--- src/rtl/assert_macros.svh ---
// Assertion macros for the RTL files that check their own logic.
`ifndef ASSERT_MACROS_SVH
`define ASSERT_MACROS_SVH

// The consequent must hold in the same cycle as the antecedent.
`define ASSERT_SAME(label, clk, rst, ante, cons, msg) \
  label: assert property (@(posedge clk) disable iff (rst) (ante) |-> (cons)) \
    else $error(msg);

// The consequent must hold in the cycle after the antecedent.
`define ASSERT_NEXT(label, clk, rst, ante, cons, msg) \
  label: assert property (@(posedge clk) disable iff (rst) (ante) |=> (cons)) \
    else $error(msg);

`endif

--- src/rtl/tccw_pkg.sv ---
// Shared types, codes and constants of the text console character writer.
package tccw_pkg;

  localparam int OP_W   = 2;
  localparam int CHAR_W = 8;
  localparam int ROW_W  = 5;
  localparam int COL_W  = 7;
  localparam int POS_W  = 11;
  localparam int VAL_W  = 16;
  localparam int ATTR_W = 8;

  localparam int DEF_COLUMNS = 80;
  localparam int DEF_ROWS    = 25;
  localparam int TAB_STEP    = 8;
  localparam int QDEPTH      = 2;

  localparam logic [OP_W-1:0] OP_PUT   = 2'd0;
  localparam logic [OP_W-1:0] OP_CLEAR = 2'd1;
  localparam logic [OP_W-1:0] OP_READ  = 2'd2;

  localparam logic [CHAR_W-1:0] CH_BS       = 8'h08;
  localparam logic [CHAR_W-1:0] CH_TAB      = 8'h09;
  localparam logic [CHAR_W-1:0] CH_LF       = 8'h0A;
  localparam logic [CHAR_W-1:0] CH_CR       = 8'h0D;
  localparam logic [CHAR_W-1:0] BLANK_CHAR  = 8'h20;
  localparam logic [CHAR_W-1:0] PRINT_LAST  = 8'h7F;
  localparam logic [ATTR_W-1:0] RESET_ATTR  = 8'h0F;

  localparam int KIND_W = 3;
  localparam logic [KIND_W-1:0] K_NOP   = 3'd0;
  localparam logic [KIND_W-1:0] K_PRINT = 3'd1;
  localparam logic [KIND_W-1:0] K_BS    = 3'd2;
  localparam logic [KIND_W-1:0] K_TAB   = 3'd3;
  localparam logic [KIND_W-1:0] K_CR    = 3'd4;
  localparam logic [KIND_W-1:0] K_LF    = 3'd5;
  localparam logic [KIND_W-1:0] K_CLEAR = 3'd6;
  localparam logic [KIND_W-1:0] K_READ  = 3'd7;

  typedef struct packed {
    logic [KIND_W-1:0] kind;
    logic [CHAR_W-1:0] character;
    logic [ROW_W-1:0]  rd_row;
    logic [COL_W-1:0]  rd_col;
  } cmd_t;

endpackage

--- src/rtl/tccw_fifo.sv ---
// Short command queue between the front end and the back end.
module tccw_fifo import tccw_pkg::*; (
  input  logic clk,
  input  logic rst,
  input  logic push,
  input  cmd_t push_cmd,
  output logic full,
  input  logic pop,
  output logic valid,
  output cmd_t pop_cmd
);

  localparam int PW = (QDEPTH > 1) ? $clog2(QDEPTH) : 1;
  localparam int NW = $clog2(QDEPTH + 1);

  cmd_t          entries [QDEPTH];
  logic [PW-1:0] wptr;
  logic [PW-1:0] rptr;
  logic [NW-1:0] count;

  assign full    = count == NW'(QDEPTH);
  assign valid   = count != '0;
  assign pop_cmd = entries[rptr];

  always_ff @(posedge clk) begin
    if (push) begin
      entries[wptr] <= push_cmd;
    end
  end

  always_ff @(posedge clk) begin
    if (rst) begin
      wptr  <= '0;
      rptr  <= '0;
      count <= '0;
    end else begin
      if (push) begin
        wptr <= (wptr == PW'(QDEPTH - 1)) ? '0 : wptr + 1'b1;
      end
      if (pop) begin
        rptr <= (rptr == PW'(QDEPTH - 1)) ? '0 : rptr + 1'b1;
      end
      if (push && !pop) begin
        count <= count + 1'b1;
      end else if (pop && !push) begin
        count <= count - 1'b1;
      end
    end
  end

endmodule

--- config.mk ---
export PLATFORM = sky130hd
export DESIGN_NAME = tccw_fifo
export DESIGN_NICKNAME = d
export VERILOG_FILES = /design/src/rtl/assert_macros.svh /design/src/rtl/tccw_pkg.sv /design/src/rtl/tccw_fifo.sv
export SDC_FILE = /design/constraint.sdc
export NUM_CORES = 1
export LEC_CHECK = 0
export BUFFER_PORTS_ARGS = -buffer_cell sky130_fd_sc_hd__buf_2
export CORE_UTILIZATION = 45
export DETAILED_ROUTE_END_ITERATION = 8
export PLACE_DENSITY = 0.72
export SYNTH_ARGS = -nofsm -noshare
export SYNTH_HDL_FRONTEND = slang
export SYNTH_SLANG_ARGS = --single-unit
--- constraint.sdc ---
create_clock -name clk -period 2.6 [get_ports clk]
set_input_delay 0.13 -clock clk [delete_from_list [all_inputs] [get_ports clk]]
set_output_delay 0.13 -clock clk [all_outputs]
set_load 0.05 [all_outputs]
# Yosys cells after proc, flatten, opt, wreduce, memory -nomap -nowiden
# Memory sizes are Yosys's and may differ from the RTL's. A register that Yosys moved wholly into a read port is not among the register bits.
# Index checks and enable logic that the tools add are counted.
op_classes:
  reduce_logical: 6
  n_eq_ne: 1
  order_cmp: 0
  addsub: 4
  n_bitwise: 0
  shift: 0
  multipliers: 0
  n_div: 0
  mux: 8
ops:
  columns: ["operator", "n"]
  rows:
  - ["2-to-1 mux 1 bit", 6]
  - ["2-to-1 mux 2 bit", 2]
  - ["nonzero test 2 bit", 2]
  - ["adder 1 bit (second input constant)", 2]
  - ["adder 2 x 1 -> 2 bit (second input constant)", 1]
  - ["== test 2 bit (second input constant)", 1]
  - ["logical AND 1 bit", 2]
  - ["zero test 1 bit", 2]
  - ["subtractor 2 x 1 -> 2 bit (second input constant)", 1]
word_totals:
  word_cells: 23
  mem_bits_ro: 0
  ramBits: 46
  latch_bits: 0
  register_bits: 4
  memories: 1
mem_list:
  columns: ["memory", "depth", "width", "rd", "rd_clocked_by_memory_dff", "wr", "line_no", "text"]
  rows:
  - ["entries", 2, 23, 1, 1, 1, "tccw_fifo.sv:16", "cmd_t entries [QDEPTH];"]

# Longest topological paths before layout
logic_depth:
  ltp_word: 4
  depth_mapped: 5
  mapped_depth_nobuf: 5

# Worst setup path after synthesis
# OpenSTA, ideal clock, no wires.
synth_timing:
  path_type: "register -> register"
  startpoint: "register wptr"
  endpoint: "memory entries[0][0] (netlist bit), enable pin"
  arrival_time_ps: 1372
  setup_time_ps: 405
  required_ps: 2195
  path_stages_with_launch: 2
  path_buffers: 0
  path_slack_ps: 822
  cell_sequence: "dfxtp_1 > nor2b_1"
synth_lines:
  columns: ["item", "line_no", "text"]
  rows:
  - ["start: declaration", "tccw_fifo.sv:17", "logic [PW-1:0] wptr;"]
  - ["start signal: assignment", "tccw_fifo.sv:38", "wptr <= (wptr == PW'(QDEPTH - 1)) ? '0 : wptr + 1'b1;"]
  - ["end: declaration", "tccw_fifo.sv:16", null]
# Straight into the memory's write port.

==> impl_metrics.ini <==
[global_routing]
grtUsageMet1_pct = 16.9
grt_pass1_wl_um = 4530
grt_use_total_pct = 15.0
use_met2_pct = 25.4
antenna_found_initial = 0
grt_util_met3_pct = 5.00
top_usage_layer = met2
grt_max_degree = 16
gr-total-overflow = 0
first_global_vias = 981

[cells_and_area]
final_nets = 180
stdcell_count = 203
drive_gt1_share_pct = 56.2
syn2layout_area_growth_pct = 22.1
postLayoutCellArea_um2 = 2280
fillers = 336
diodes = 0

[placement]
placed_cells_incl_taps = 195
routabilityCongestion = 0.620
port_buffers = 51
hpwl_um = 2090
postPlaceCellArea_um2 = 2190

[logic_synthesis]
synthCells = 93
seq_area_frac_synth_pct = 79.4
syn-num-nets = 121
ys_ff_latch = 51
synth_cell_types = 16
synth-warning-count = 0
syn_avg_cell_area_um2 = 20.1
mappedNetlistArea_um2 = 1870

[floorplan]
boundaryPins = 52
fp-row-count = 23
die_y_um = 66.4
core_area_um2 = 4000
die_x_um = 66.4
die_area_um2 = 4410
start_util_pct = 46.6

[min_path]
hold_path_class = in -> reg

[setup_path]
crit_path_start_kind = register
critPathKind = reg -> out
critPathArrivalTime_ns = 1.79
critPathRequiredTime_ns = 2.47
cp_max_fo = 13
end_kind = output port

[pwr]
power_density_nw_per_um2 = 761
leakage_nw = 0.872
ir_drop_mv = 0.472

[sta]
fin_tns_setup_ns = 0
period_share_pct = 73.7
setup_viol = 0
relSlewSlack_pct = 56.8
rsz0062_at_grt = no
max_freq_ghz = 0.522
fin_hold_ws_ns = 0.0199
layout_min_cycle_time_ns = 1.92
tightest_slew_ns = 0.648
finalClockSkew_ns = 0.00478
hold_viol_final = 0
slew_violations = 0

[clock_tree]
cts_resized = 0
cts-htree-levels = 2
clockBufferDepth = 2
postCtsHoldBufs = 0
clkSinkCount = 51
path_clk_slew_ns = 0.09
cts-root-buf = clkbuf_8
clk_latency_ns = 0.29
cts_tree = built
post_cts_buffers = 0
cts_made_buffers = 5

[run]
timing.max_cap.violations = 0

[outcome]
outcome = completed

[route]
firstDrtPassIters = 4
dr_total_vias = 985
wl_per_cell_um = 14.6
viasPerCell = 4.85
route.detailed.drc = 0
wl_um = 2960
drtIter0Drc = 35
ant_nets = 0
-- area by class of cell --
cell class,count,area (um2),area share [%]
flip-flops and latches,51,1480,65.1
multi-input cells,39,368,16.2
repair buffers,54,278,12.2
clock buffers,5,68.8,3.02
well taps,50,62.6,2.75
clock inverters,3,15.0,0.659
inverters,1,3.75,0.165
-- power by group --
| group | leakage [nW] | total (mW) | internal (mW) | switching, mW |
|---|---|---|---|---|
| Combinational | 0.360 | 0.341 | 0.103 | 0.238 |
| Sequential | 0.473 | 0.973 | 0.952 | 0.0216 |
| Clock | 0.0392 | 0.418 | 0.183 | 0.235 |
| Total | 0.872 | 1.73 | 1.24 | 0.495 |
-- per-stage QoR --
stage	util, %	power [mW]	worst slack [ns]
final	56.9	1.73	0.684
after global routing	56.9	1.81	0.585
after CTS	56.9	1.75	0.657
after detailed placement	54.8	1.34	0.994
after global placement	54.8	1.33	1.02
after floorplan	-	1.25	0.822
-- cell usage after synthesis (all sizes together) --
cell type	instances	area (um2)
and2	1	6.26
mux2	23	259
dfxtp	5	100
inv	1	3.75
or3	1	6.26
xnor2	2	17.5
and2b	1	8.76
edfxtp	46	1380
o21ai	1	5.00
nor2b	1	6.26
nor2	4	15.0
or2	1	6.26
a21oi	1	5.00
ha	1	12.5
buf	2	15.0
xor2	2	17.5
-- state kept, by name (all words and copies together), names as in the netlist, named ones only --
| name | count |
|---|---|
| count | 2 |
| wptr | 1 |
| rptr | 1 |
| entries | 46 |
-- per-layer routing --
| metal | wire (um) | share of wire [%] | vias to the layer above |
|---|---|---|---|
| met4 | 22 | 0.74 | 0 |
| met3 | 154 | 5.2 | 2 |
| met1 | 1240 | 42 | 473 |
| met2 | 1540 | 52 | 39 |
| li1 | - | - | 471 |
| met5 | 0 | 0 | - |
-- cell families after synthesis --
| group | count (synthesis) | share of synthesized area, % |
|---|---|---|
| AND/OR/NAND/NOR | 9 | 2.62 |
| AO/OA/AOI/OAI | 2 | 0.536 |
| XOR/XNOR | 4 | 1.88 |
| multiplexers | 23 | 13.9 |
| buffers and inverters | 3 | 1.01 |
| adder cells (fa/ha/maj) | 1 | 0.671 |
| flip-flops | 51 | 79.4 |
-- worst max-delay path, cell delays in order, from the launching register on --
cell and delay [ns]:
dfxtp_1 0.61, buf_4 0.31, mux2_2 0.37, buf_2 0.21
-- placed cells by master (no fill, tap or decap), drive strengths merged --
| cell | netlist | final |
|---|---|---|
| nor2 | 4 | 4 |
| dfxtp | 5 | 5 |
| inv | 1 | 1 |
| xor2 | 2 | 2 |
| clkinv | 0 | 2 |
| or2 | 1 | 1 |
| and2 | 1 | 1 |
| buf | 2 | 54 |
| and2b | 1 | 1 |
| mux2 | 23 | 23 |
| clkinvlp | 0 | 1 |
| ha | 1 | 1 |
| clkbuf | 0 | 5 |
| a21oi | 1 | 1 |
| xnor2 | 2 | 2 |
| o21ai | 1 | 1 |
| nor2b | 1 | 1 |
| or3 | 1 | 1 |
| edfxtp | 46 | 46 |
-- final timing paths --
path / startpoint / to / slack (ns) / cells past startpoint
max: register / pop_cmd[13] / 0.68 / 3
min: push_cmd[5] / entries[1][5] / 0.02 / 1
max reg2reg: wptr / entries[1][8] / 1.04 / 2
min reg2reg: count[1] / count[1] / 0.51 / 2
No activity file was read; power rests on OpenSTA's default activity.
