## src/rtl/assert_macros.svh

```systemverilog
// Assertion macros for the RTL files that check their own logic.
`ifndef ASSERT_MACROS_SVH
`define ASSERT_MACROS_SVH

// The consequent must hold in the same cycle as the antecedent.
`define ASSERT_SAME(label, clk, rst, ante, cons, msg) \
  label: assert property (@(posedge clk) disable iff (rst) (ante) |-> (cons)) \
    else $error(msg);

// The consequent must hold in the cycle after the antecedent.
`define ASSERT_NEXT(label, clk, rst, ante, cons, msg) \
  label: assert property (@(posedge clk) disable iff (rst) (ante) |=> (cons)) \
    else $error(msg);

`endif

```

## src/rtl/tccw_pkg.sv

```systemverilog
// Shared types, codes and constants of the text console character writer.
package tccw_pkg;

  localparam int OP_W   = 2;
  localparam int CHAR_W = 8;
  localparam int ROW_W  = 5;
  localparam int COL_W  = 7;
  localparam int POS_W  = 11;
  localparam int VAL_W  = 16;
  localparam int ATTR_W = 8;

  localparam int DEF_COLUMNS = 80;
  localparam int DEF_ROWS    = 25;
  localparam int TAB_STEP    = 8;
  localparam int QDEPTH      = 2;

  localparam logic [OP_W-1:0] OP_PUT   = 2'd0;
  localparam logic [OP_W-1:0] OP_CLEAR = 2'd1;
  localparam logic [OP_W-1:0] OP_READ  = 2'd2;

  localparam logic [CHAR_W-1:0] CH_BS       = 8'h08;
  localparam logic [CHAR_W-1:0] CH_TAB      = 8'h09;
  localparam logic [CHAR_W-1:0] CH_LF       = 8'h0A;
  localparam logic [CHAR_W-1:0] CH_CR       = 8'h0D;
  localparam logic [CHAR_W-1:0] BLANK_CHAR  = 8'h20;
  localparam logic [CHAR_W-1:0] PRINT_LAST  = 8'h7F;
  localparam logic [ATTR_W-1:0] RESET_ATTR  = 8'h0F;

  localparam int KIND_W = 3;
  localparam logic [KIND_W-1:0] K_NOP   = 3'd0;
  localparam logic [KIND_W-1:0] K_PRINT = 3'd1;
  localparam logic [KIND_W-1:0] K_BS    = 3'd2;
  localparam logic [KIND_W-1:0] K_TAB   = 3'd3;
  localparam logic [KIND_W-1:0] K_CR    = 3'd4;
  localparam logic [KIND_W-1:0] K_LF    = 3'd5;
  localparam logic [KIND_W-1:0] K_CLEAR = 3'd6;
  localparam logic [KIND_W-1:0] K_READ  = 3'd7;

  typedef struct packed {
    logic [KIND_W-1:0] kind;
    logic [CHAR_W-1:0] character;
    logic [ROW_W-1:0]  rd_row;
    logic [COL_W-1:0]  rd_col;
  } cmd_t;

endpackage

```

## src/rtl/tccw_req_if.sv

```systemverilog
// Request channel carrying one console operation per item.
interface tccw_req_if import tccw_pkg::*; ();
  logic              valid;
  logic              ready;
  logic [OP_W-1:0]   operation;
  logic [CHAR_W-1:0] character;
  logic [ROW_W-1:0]  read_row;
  logic [COL_W-1:0]  read_col;

  modport source (output valid, operation, character, read_row, read_col, input ready);
  modport sink (input valid, operation, character, read_row, read_col, output ready);
endinterface

```

## src/rtl/tccw_front.sv

```systemverilog
// Front end: accepts request items and classifies them into commands.
module tccw_front import tccw_pkg::*; #(
  parameter int COLUMNS = DEF_COLUMNS,
  parameter int ROWS    = DEF_ROWS
) (
  tccw_req_if.sink req,
  input  logic     init,
  input  logic     full,
  output logic     push,
  output cmd_t     push_cmd
);

  logic in_range;

  assign req.ready = !full && !init;
  assign push      = req.valid && req.ready;
  assign in_range  = (32'(req.read_row) < ROWS) && (32'(req.read_col) < COLUMNS);

  always_comb begin
    push_cmd.character = req.character;
    push_cmd.rd_row    = req.read_row;
    push_cmd.rd_col    = req.read_col;
    push_cmd.kind      = K_NOP;
    case (req.operation)
      OP_PUT: begin
        case (req.character)
          CH_BS:   push_cmd.kind = K_BS;
          CH_TAB:  push_cmd.kind = K_TAB;
          CH_CR:   push_cmd.kind = K_CR;
          CH_LF:   push_cmd.kind = K_LF;
          default: begin
            if (req.character >= BLANK_CHAR && req.character <= PRINT_LAST) begin
              push_cmd.kind = K_PRINT;
            end
          end
        endcase
      end
      OP_CLEAR: push_cmd.kind = K_CLEAR;
      OP_READ:  push_cmd.kind = in_range ? K_READ : K_NOP;
      default:  push_cmd.kind = K_NOP;
    endcase
  end

endmodule

```

## src/flat_wrapper.sv

```systemverilog
// flat-port wrapper written by rule: the top's interface ports become plain ports
module tccw_front_flat import tccw_pkg::*;
#(
  parameter int COLUMNS = DEF_COLUMNS,
  parameter int ROWS    = DEF_ROWS
)
  (init, full, push, push_cmd, req_valid, req_operation, req_character, req_read_row, req_read_col, req_ready);
  tccw_req_if req_i ();
  input  logic init;
  input  logic full;
  output logic push;
  output cmd_t push_cmd;
  input wire logic [$bits(req_i.valid)-1:0] req_valid;
  input wire logic [$bits(req_i.operation)-1:0] req_operation;
  input wire logic [$bits(req_i.character)-1:0] req_character;
  input wire logic [$bits(req_i.read_row)-1:0] req_read_row;
  input wire logic [$bits(req_i.read_col)-1:0] req_read_col;
  output wire logic [$bits(req_i.ready)-1:0] req_ready;
  assign req_i.valid = req_valid;
  assign req_i.operation = req_operation;
  assign req_i.character = req_character;
  assign req_i.read_row = req_read_row;
  assign req_i.read_col = req_read_col;
  assign req_ready = req_i.ready;
  tccw_front #(.COLUMNS(COLUMNS), .ROWS(ROWS)) u_core (.req(req_i), .init(init), .full(full), .push(push), .push_cmd(push_cmd));
endmodule
```

## config.mk

```make
export PLATFORM = sky130hd
export DESIGN_NAME = tccw_front_flat
export DESIGN_NICKNAME = d
export VERILOG_FILES = /design/src/rtl/assert_macros.svh /design/src/rtl/tccw_pkg.sv /design/src/rtl/tccw_req_if.sv /design/src/rtl/tccw_front.sv /design/src/flat_wrapper.sv
export SDC_FILE = /design/constraint.sdc
export NUM_CORES = 1
export LEC_CHECK = 0
export ABC_AREA = 0
export BUFFER_PORTS_ARGS = -buffer_cell sky130_fd_sc_hd__buf_2
export CAP_MARGIN = 10
export CORE_AREA = 2 2 39 41
export DETAILED_ROUTE_END_ITERATION = 7
export DIE_AREA = 0 0 41 43
export PLACE_DENSITY = 0.68
export REMOVE_ABC_BUFFERS = 1
export SLEW_MARGIN = 25
export SYNTH_ARGS = -nofsm -noshare
export SYNTH_HDL_FRONTEND = slang
export SYNTH_SLANG_ARGS = --single-unit
```

## constraint.sdc

```tcl
create_clock -name vclk -period 1.8
set_input_delay 0.18 -clock vclk [all_inputs]
set_output_delay 0.18 -clock vclk [all_outputs]
set_load 0.005 [all_outputs]
```

# Word-level counts from Yosys, hierarchy flattened
# Cells that the tools add are included.
dict set report op_classes {
  order_cmp 4
  n_eq_ne 6
  mux 4
  reduce_logical 7
}
# op n
set op_table {}
lappend op_table {{equality test 8 x 4 -> 1 bit (second input constant)} 4}
lappend op_table {{case mux 3 bit (4 select lines)} 1}
lappend op_table {{case mux 3 bit (3 select lines)} 1}
lappend op_table {{>= comparator 8 x 6 -> 1 bit (second input constant)} 1}
lappend op_table {{less-or-equal comparator 8 x 7 -> 1 bit (second input constant)} 1}
lappend op_table {{< comparator 7 bit (second input constant)} 1}
lappend op_table {{< comparator 5 bit (second input constant)} 1}
lappend op_table {{logical AND 1 bit} 4}
lappend op_table {{2-to-1 mux 3 bit} 1}
lappend op_table {{equality test 2 x 1 -> 1 bit (second input constant)} 1}
lappend op_table {{equality test 2 bit (second input constant)} 1}
lappend op_table {{zero test 1 bit} 2}
lappend op_table {{zero test 2 bit} 1}
lappend op_table {{2-to-1 mux 1 bit} 1}
dict set report word_totals {
  reg_bits 0
  in_bits 25
  output_inout_bits 25
  elab_cells 21
}

# Longest topological paths before layout
# Gate-level depths: netlist of run 1.
dict set report depth {
  ltp_word 5
  ltp_mapped 3
  depth_no_buf 3
}

# Worst setup path before layout of run 1
# OpenSTA, ideal clock, no wires.
dict set report synth_path {
  path_kind {input port to output port}
  from {in req_operation[1]}
  to {out push_cmd[21] (netlist name)}
  arrival_time_ps 736
  t_required_ps 1620
  setup_slack_ps 884
  cell_stages 3
  cell_sequence {nor4b_2 -> nand2_1 -> o31ai_1}
}
# element line
set synth_lines {}
lappend synth_lines {{from (decl)} flat_wrapper.sv:14} ;# input wire logic [$bits(req_i.operation)-1:0] req_operation;
lappend synth_lines {{to (decl)} flat_wrapper.sv:12} ;# output cmd_t push_cmd;

==> results of run 1 <==
## final cells by class
class / instances / area, sq um
timing repair buffer: 42 / 210.2
fill: 156 / 1012
tap: 16 / 20.02
inverter: 1 / 3.754
multi-input combinational: 19 / 137.6
## synthesized netlist by cell type, drive strengths merged
master  count  area (sq um)
a21oi       1         5.000
a31oi       1         6.260
a32o        1         10.01
and2        1         6.260
and2b       1         7.510
buf        20         150.1
inv         1         3.750
nand2       1         3.750
nor2        2         7.510
nor2b       2         12.51
nor3        1         5.000
nor3b       1         7.510
nor4b       1         15.01
o21ai       2         10.01
o311ai      1         8.760
o31ai       1         7.510
o41ai       1         16.27
xnor2       1         8.760
## per-layer routing
metal	track usage, %	routed length [um]
met2	16.56	327
met5	0	0
met1	7.911	269
met3	2.094	129
met4	0	0
## worst min path at each step
stage / end / slack [ps] / from / cells after the start
floorplan: push_cmd[0] / 360 / req_read_col[0] / 0
global placement: push_cmd[1] / 360 / req_read_col[1] / 0
detailed placement: push_cmd[1] / 360 / req_read_col[1] / 0
CTS: push_cmd[1] / 360 / req_read_col[1] / 0
global route: push_cmd[1] / 360 / req_read_col[1] / 0
finish: push_cmd[1] / 360 / req_read_col[1] / 0
## through the flow
step | instance area, sq um | std cells
after floorplan | 141.4 | 20
after global placement | 371.6 | 78
after detailed placement | 371.6 | 78
after CTS | 371.6 | 78
after global routing | 371.6 | 78
final | 371.6 | 78
## cell families after synthesis
| family | synth area share, % |
|---|---|
| xor+xnor | 3.005 |
| compound gates | 21.89 |
| buf+inv | 52.79 |
| simple gates | 22.32 |
## power by group through the flow
stage | registers, mW | logic (mW) | clock network [mW]
floorplan | 0 | 0.0203 | 0
global placement | 0 | 0.0797 | 0
detailed placement | 0 | 0.0815 | 0
CTS | 0 | 0.0817 | 0
global route | 0 | 0.0901 | 0
finish | 0 | 0.0804 | 0
==> results.cfg, run 1 <==
[run_status]
result_of_the_run = complete, no violations

[floorplan]
num_rows = 14
die_h_um = 43
core_area_sq_mm = 0.001384
count_of_boundary_i_o_pins = 50
die_area_sq_mm = 0.001763
starting_density_of_the_core_pct = 21.07
die_width_um = 41

[placed_design]
io_buffers = 42
gpl.final_weighted_congestion = 0.6788
placement_stage_worst_setup_slack_ps = 590.6
dpl.hpwl_um = 701.9

[grt]
antenna_found_initial = 0
first_global_vias = 303
wire_length_of_the_first_global_routing_pass_um = 1069
maximum_number_of_pins_on_one_net_before_global_route_repair = 6
grt_usage_pct = 8.192
grt.overflow.total = 0

[timing]
final.setup.worst_slack_ps = 593.4
hold_violations = 0
timing_worst_slew_pin_value_ps = 311.7
max-slew-margin-rel_pct = 78.89
period_needed_ps = 1207
max_clk_rate_mhz = 828.8
min_period_over_period_pct = 67.04
hold-worst-slack_ps = 360.0
setup_viol_count_final = 0
setup_tns_final_ps = 0
setup_repair_after_global_routing_missed_its_margin = false
slew_violations = 0

[power_and_ir_drop]
p_sw_mw = 0.03613
power_report.internal_total_mw = 0.04424
seqPwrFrac_pct = 0
irDropWorstVdd_mv = 0.05685
switching_part_of_the_total_pct = 44.95
clkPwrFrac_pct = 0
powerDensity_mw_per_mm2 = 216.3
power.share.combinational_pct = 100.0
totalPowerFinal_mw = 0.08037
cellLeakagePower_nw = 0.2102

[layout]
postLayoutCoreUtil_pct = 26.85
nFlopsAndLatches = 0
layout.cells.most_common = buf_2
highest_count_cells_in_the_layout_ignoring_fill_and_taps = buf_2, nor2_1, nor2b_1, o21ai_0
final_layout_size_suffix_gt1_share_pct = 70.97
areaGrowthSynthToFinish_pct = 27.47
nClkBuffers = 0
n_antenna_cell = 0
final-seq-area_sq_um = 0
finish.net_count = 89

[setup_path]
crit_arrival_ps = 1030
path_depth = 5
timing.critical_path.cells = buf_2, o311ai_1, a31oi_1, o21ai_0, buf_2
path_common_cell = buf_2
endpoint = push_cmd[22]
cp-startpoint = req_read_row[0]
timing.setup.critical_path_class = primary input to output port
path_max_fanout = 2
critical_path_buf_inv_count = 2
critical_path.top_delay_family = compound AO/OA/AOI/OAI gates
cpPeakStageDelay_ps = 330
critical_path.startpoint_type = primary input
timing.critical_path.slowest_stage_cell = o311ai_1
worst_setup_path_end_kind = output port
worst-endpoint-required_ps = 1620

[drt]
firstDrtPassIters = 1
wirelength_um = 725
drc_errors = 0
final_antenna_net_count = 0
route.detailed.wl_per_inst_um = 9.295
drt_iter0_drc = 0
vias = 345
drt-vias-per-instance = 4.423

[cts]
cts_resized = 0
postCtsHoldBufs = 0
cts.repair_timing.setup_buffer_count = 0

[synth]
yosys_warnings = 0
cell_count_after_synthesis = 40
syn_area_sq_um = 291.5
syn-mean-instance-area_sq_um = 7.288
yosysSeqAreaShare_pct = 0
ys_types = 18

[worst_hold_path]
min_path_type = primary input to output port

[flow_run]
max-cap-violations = 0
(Power assumes the default switching activity.)
==> run 2, diff against run 1 <==
==> constraint.sdc (replaced) <==
create_clock -name vclk -period 1.2
set_input_delay 0.12 -clock vclk [all_inputs]
set_output_delay 0.12 -clock vclk [all_outputs]
set_load 0.005 [all_outputs]
==> results.cfg, run 2 (synthesized netlist as in run 1, its figures left out) <==
[setup_path]
critical_path.startpoint_type = primary input
crit_arrival_ps = 920
path_common_cell = buf_2
timing.setup.critical_path_class = primary input to output port
critical_path.top_delay_family = compound AO/OA/AOI/OAI gates
worst-endpoint-required_ps = 1080
timing.critical_path.slowest_stage_cell = o311ai_2
worst_setup_path_end_kind = output port
timing.critical_path.cells = buf_2, o311ai_2, a31oi_1, o21ai_0, buf_2
path_max_fanout = 2
path_depth = 5
cpPeakStageDelay_ps = 300
critical_path_buf_inv_count = 2

[power_and_ir_drop]
switching_part_of_the_total_pct = 45.28
clkPwrFrac_pct = 0
seqPwrFrac_pct = 0
power_report.internal_total_mw = 0.06731
irDropWorstVdd_mv = 0.08690
totalPowerFinal_mw = 0.1230
cellLeakagePower_nw = 0.2107
p_sw_mw = 0.05569
power.share.combinational_pct = 100.0
powerDensity_mw_per_mm2 = 324.4

[worst_hold_path]
min_path_type = primary input to output port
worst_hold_path.num_cells = 0

[layout]
layout.cells.most_common = buf_2
nClkBuffers = 0
final_layout_size_suffix_gt1_share_pct = 72.58
nFillCells = 157
multi_input_logic_area_sq_um = 145.1
finish.net_count = 89
nFlopsAndLatches = 0
areaGrowthSynthToFinish_pct = 30.04
n_antenna_cell = 0
postLayoutCoreUtil_pct = 27.40
final_area_sq_um = 379.1
final-seq-area_sq_um = 0
highest_count_cells_in_the_layout_ignoring_fill_and_taps = buf_2, nor2_1, nor2b_1, o21ai_0

[placed_design]
dpl.hpwl_um = 701.9
io_buffers = 42
gpl.final_weighted_congestion = 0.6787
placedInstanceArea_sq_um = 371.6

[cts]
cts_resized = 0
postCtsHoldBufs = 0
cts.repair_timing.setup_buffer_count = 0

[drt]
firstDrtPassIters = 1
drt-vias-per-instance = 4.487
vias = 350
drt_iter0_drc = 0
route.detailed.wl_per_inst_um = 9.372
drc_errors = 0
wirelength_um = 731
final_antenna_net_count = 0

[timing]
slew_violations = 0
setup_tns_final_ps = 0
setup_viol_count_final = 0
max_clk_rate_mhz = 957.0
setup_repair_after_global_routing_missed_its_margin = false
min_period_over_period_pct = 87.08
period_needed_ps = 1045
max-slew-margin-rel_pct = 81.78
hold_violations = 0
timing_worst_slew_pin_value_ps = 270.3

[run_status]
result_of_the_run = complete, no violations

[grt]
first_global_vias = 303
wire_length_of_the_first_global_routing_pass_um = 1069
antenna_found_initial = 0
maximum_number_of_pins_on_one_net_before_global_route_repair = 6
grt.overflow.total = 0
grt_usage_pct = 8.192

[floorplan]
starting_density_of_the_core_pct = 21.07
die_width_um = 41
count_of_boundary_i_o_pins = 50
core_area_sq_mm = 0.001384
die_area_sq_mm = 0.001763
die_h_um = 43
num_rows = 14

[flow_run]
max-cap-violations = 0
==> run 2: cell counts in the layout (fill, tap and decap cells not counted) <==
Identical to the previous run, type by type.
==> run 2: power groups by stage <==
| stage | clock network (mW) | registers [mW] | logic, mW |
|---|---|---|---|
| after CTS | 0 | 0 | 0.123 |
| after global placement | 0 | 0 | 0.120 |
| after global routing | 0 | 0 | 0.138 |
| after floorplan | 0 | 0 | 0.0305 |
| after detailed placement | 0 | 0 | 0.122 |
| final | 0 | 0 | 0.123 |
==> run 2: metal layers <==
metal	global-route usage [%]	part of all wire, %	vias up
li1	-	-	163
met1	7.911	36	148
met2	16.56	46	39
met3	2.094	18	0
met4	0	0	0
met5	0	0	-
==> run 2: metrics by stage <==
step | hold slack [ps] | std cells | setup WS, ps
after CTS | 240.0 | 78 | 110.2
final | 240.0 | 78 | 155.0
after global placement | 240.0 | 78 | 128.7
after floorplan | 240.0 | 20 | 403.6
after global routing | 240.0 | 78 | 47.78
after detailed placement | 240.0 | 78 | 110.6
==> run 2: final timing paths <==
| check | slack (ps) | to | startpoint |
|---|---|---|---|
| max | 160 | push_cmd[22] | req_read_row[0] |
| min | 240 | push_cmd[1] | req_read_col[1] |
==> run 2: final cells by class <==
| cell class | instances | share of cell area, % |
|---|---|---|
| inverters | 1 | 0.9901 |
| multi-input cells | 19 | 38.28 |
| well taps | 16 | 5.281 |
| repair buffers | 42 | 55.45 |
==> run 3, diff against run 2 <==
--- a/config.mk
+++ b/config.mk
@@ -5,13 +5,13 @@
 export SDC_FILE = /design/constraint.sdc
 export NUM_CORES = 1
 export LEC_CHECK = 0
-export ABC_AREA = 0
+export ABC_AREA = 1
 export BUFFER_PORTS_ARGS = -buffer_cell sky130_fd_sc_hd__buf_2
 export CAP_MARGIN = 10
 export CORE_AREA = 2 2 39 41
 export DETAILED_ROUTE_END_ITERATION = 7
 export DIE_AREA = 0 0 41 43
-export PLACE_DENSITY = 0.68
+export PLACE_DENSITY = 0.72
 export REMOVE_ABC_BUFFERS = 1
 export SLEW_MARGIN = 25
 export SYNTH_ARGS = -nofsm -noshare
==> results.cfg, run 3 <==
[timing]
timing_worst_slew_pin_value_ps = 247.4
hold-worst-slack_ps = 240.0
period_needed_ps = 1040
hold_violations = 0
max_clk_rate_mhz = 961.1
slew_violations = 0
min_period_over_period_pct = 86.71
setup_tns_final_ps = 0
setup_viol_count_final = 0
final.setup.worst_slack_ps = 159.5
max-slew-margin-rel_pct = 83.43
setup_repair_after_global_routing_missed_its_margin = false

[synth]
syn-mean-instance-area_sq_um = 5.889
cell_count_after_synthesis = 58
synthDominantAreaCellType = buf_4
most_repeated_cell_in_the_gate_level_netlist_after_synthesis = buf_4
yosysSeqAreaShare_pct = 0
yosys_warnings = 0
netlist_top_cells_area = buf_4, nand2_1, inv_1
ys_types = 16
synthDominantCellAreaShare_pct = 43.96
synth_commonest_cells = buf_4, nand2_1, inv_1
syn_area_sq_um = 341.6

[layout]
layout.cells.most_common = buf_2
nClkBuffers = 0
highest_count_cells_in_the_layout_ignoring_fill_and_taps = buf_2, nand2_1, inv_1
areaGrowthSynthToFinish_pct = 23.44
final_layout_size_suffix_gt1_share_pct = 60.00
final-seq-area_sq_um = 0
nFlopsAndLatches = 0
n_antenna_cell = 0
finish.net_count = 107
nFillCells = 160
postLayoutCoreUtil_pct = 30.47

[drt]
route.detailed.wl_per_inst_um = 7.844
vias = 399
wirelength_um = 753
final_antenna_net_count = 0
drt-vias-per-instance = 4.156
firstDrtPassIters = 3
drt_iter0_drc = 9
drc_errors = 0

[placed_design]
dpl.hpwl_um = 690.3
gpl.final_weighted_congestion = 0.6134
io_buffers = 42
placement_stage_worst_setup_slack_ps = 149.4

[setup_path]
critical_path.startpoint_type = primary input
worst-endpoint-required_ps = 1080
timing.setup.critical_path_class = primary input to output port
path_max_fanout = 3
worst_setup_path_end_kind = output port
crit_arrival_ps = 920

[grt]
grt_use_met3_pct = 1.047
wire_length_of_the_first_global_routing_pass_um = 931
grt_usage_pct = 6.893
grt_use_met2_pct = 13.44
groute.layer.met1.usage_pct = 7.595
busiest_layer = met2
grt.overflow.total = 0
first_global_vias = 274
antenna_found_initial = 0
maximum_number_of_pins_on_one_net_before_global_route_repair = 4

[floorplan]
die_h_um = 43
core_area_sq_mm = 0.001384
die_width_um = 41
count_of_boundary_i_o_pins = 50
die_area_sq_mm = 0.001763
num_rows = 14
starting_density_of_the_core_pct = 24.68

[cts]
cts.repair_timing.setup_buffer_count = 0
cts_resized = 0
postCtsHoldBufs = 0

[run_status]
result_of_the_run = complete, no violations

[power_and_ir_drop]
cellLeakagePower_nw = 0.2757
totalPowerFinal_mw = 0.1248
irDropWorstVdd_mv = 0.08258
powerDensity_mw_per_mm2 = 296.0

[worst_hold_path]
min_path_type = primary input to output port
holdCritStartpoint = req_read_col[2]
worst_hold_path.num_cells = 0
min_to = push_cmd[2]

[flow_run]
max-cap-violations = 0
==> run 3: changes by cell type in the layout (fill, tap and decap cells not counted), sizes merged, moves of 2 or more <==
cell | before | now
nand2 | 1 | 11
nor2 | 2 | 8
nor2b | 2 | 0
nand3 | 0 | 2
o211ai | 0 | 3
inv | 1 | 6
==> run 3: power breakdown <==
group,internal [mW],switching (mW),total (mW),leakage (nW)
sequential,0,0,0,0
combinational,0.0669,0.0579,0.125,0.276
clock,0,0,0,0
==> run 3: kinds of logic (layout without fill, tap and decap cells) <==
group	Yosys count	count (layout)	synth area share, %
AND/OR/NAND/NOR	27	27	39.20
buffers and inverters	26	48	50.55
AO/OA/AOI/OAI	5	5	10.26
==> run 3: metrics by stage <==
| stage | area [sq um] | cells |
|---|---|---|
| 5_1_grt | 421.7 | 96 |
| 4_1_cts | 421.7 | 96 |
| 3_5_place_dp | 421.7 | 96 |
| 6_report | 421.7 | 96 |
| 2_1_floorplan | 191.4 | 38 |
| 3_3_place_gp | 421.7 | 96 |
==> run 3: layout make-up <==
type / count / area [sq um] / share of cell area (%)
inverter: 6 / 22.52 / 5.341
multi-input combinational: 32 / 168.9 / 40.06
tap: 16 / 20.02 / 4.748
timing repair buffer: 42 / 210.2 / 49.85
==> run 3: worst max path at each step <==
stage	slack, ps	end	startpoint
final	160	push_cmd[20]	req_character[5]
after global routing	60	push_cmd[20]	req_character[6]
after CTS	150	push_cmd[20]	req_character[5]
after detailed placement	150	push_cmd[20]	req_character[5]
after global placement	160	push_cmd[20]	req_character[5]
after floorplan	460	push_cmd[20]	req_character[5]
==> run 3: metal layers <==
metal / up-vias / share of wire [%]
li1: 207 / -
met1: 155 / 40
met2: 37 / 42
met3: 0 / 18
met4: 0 / 0
met5: - / 0
==> run 3: critical path: stages <==
cell and delay (ps):
buf_2 120, nor2_2 140, nand4_1 160, nand2_1 100, nand2_1 50, nand3_1 60
nand2_1 50, buf_2 130
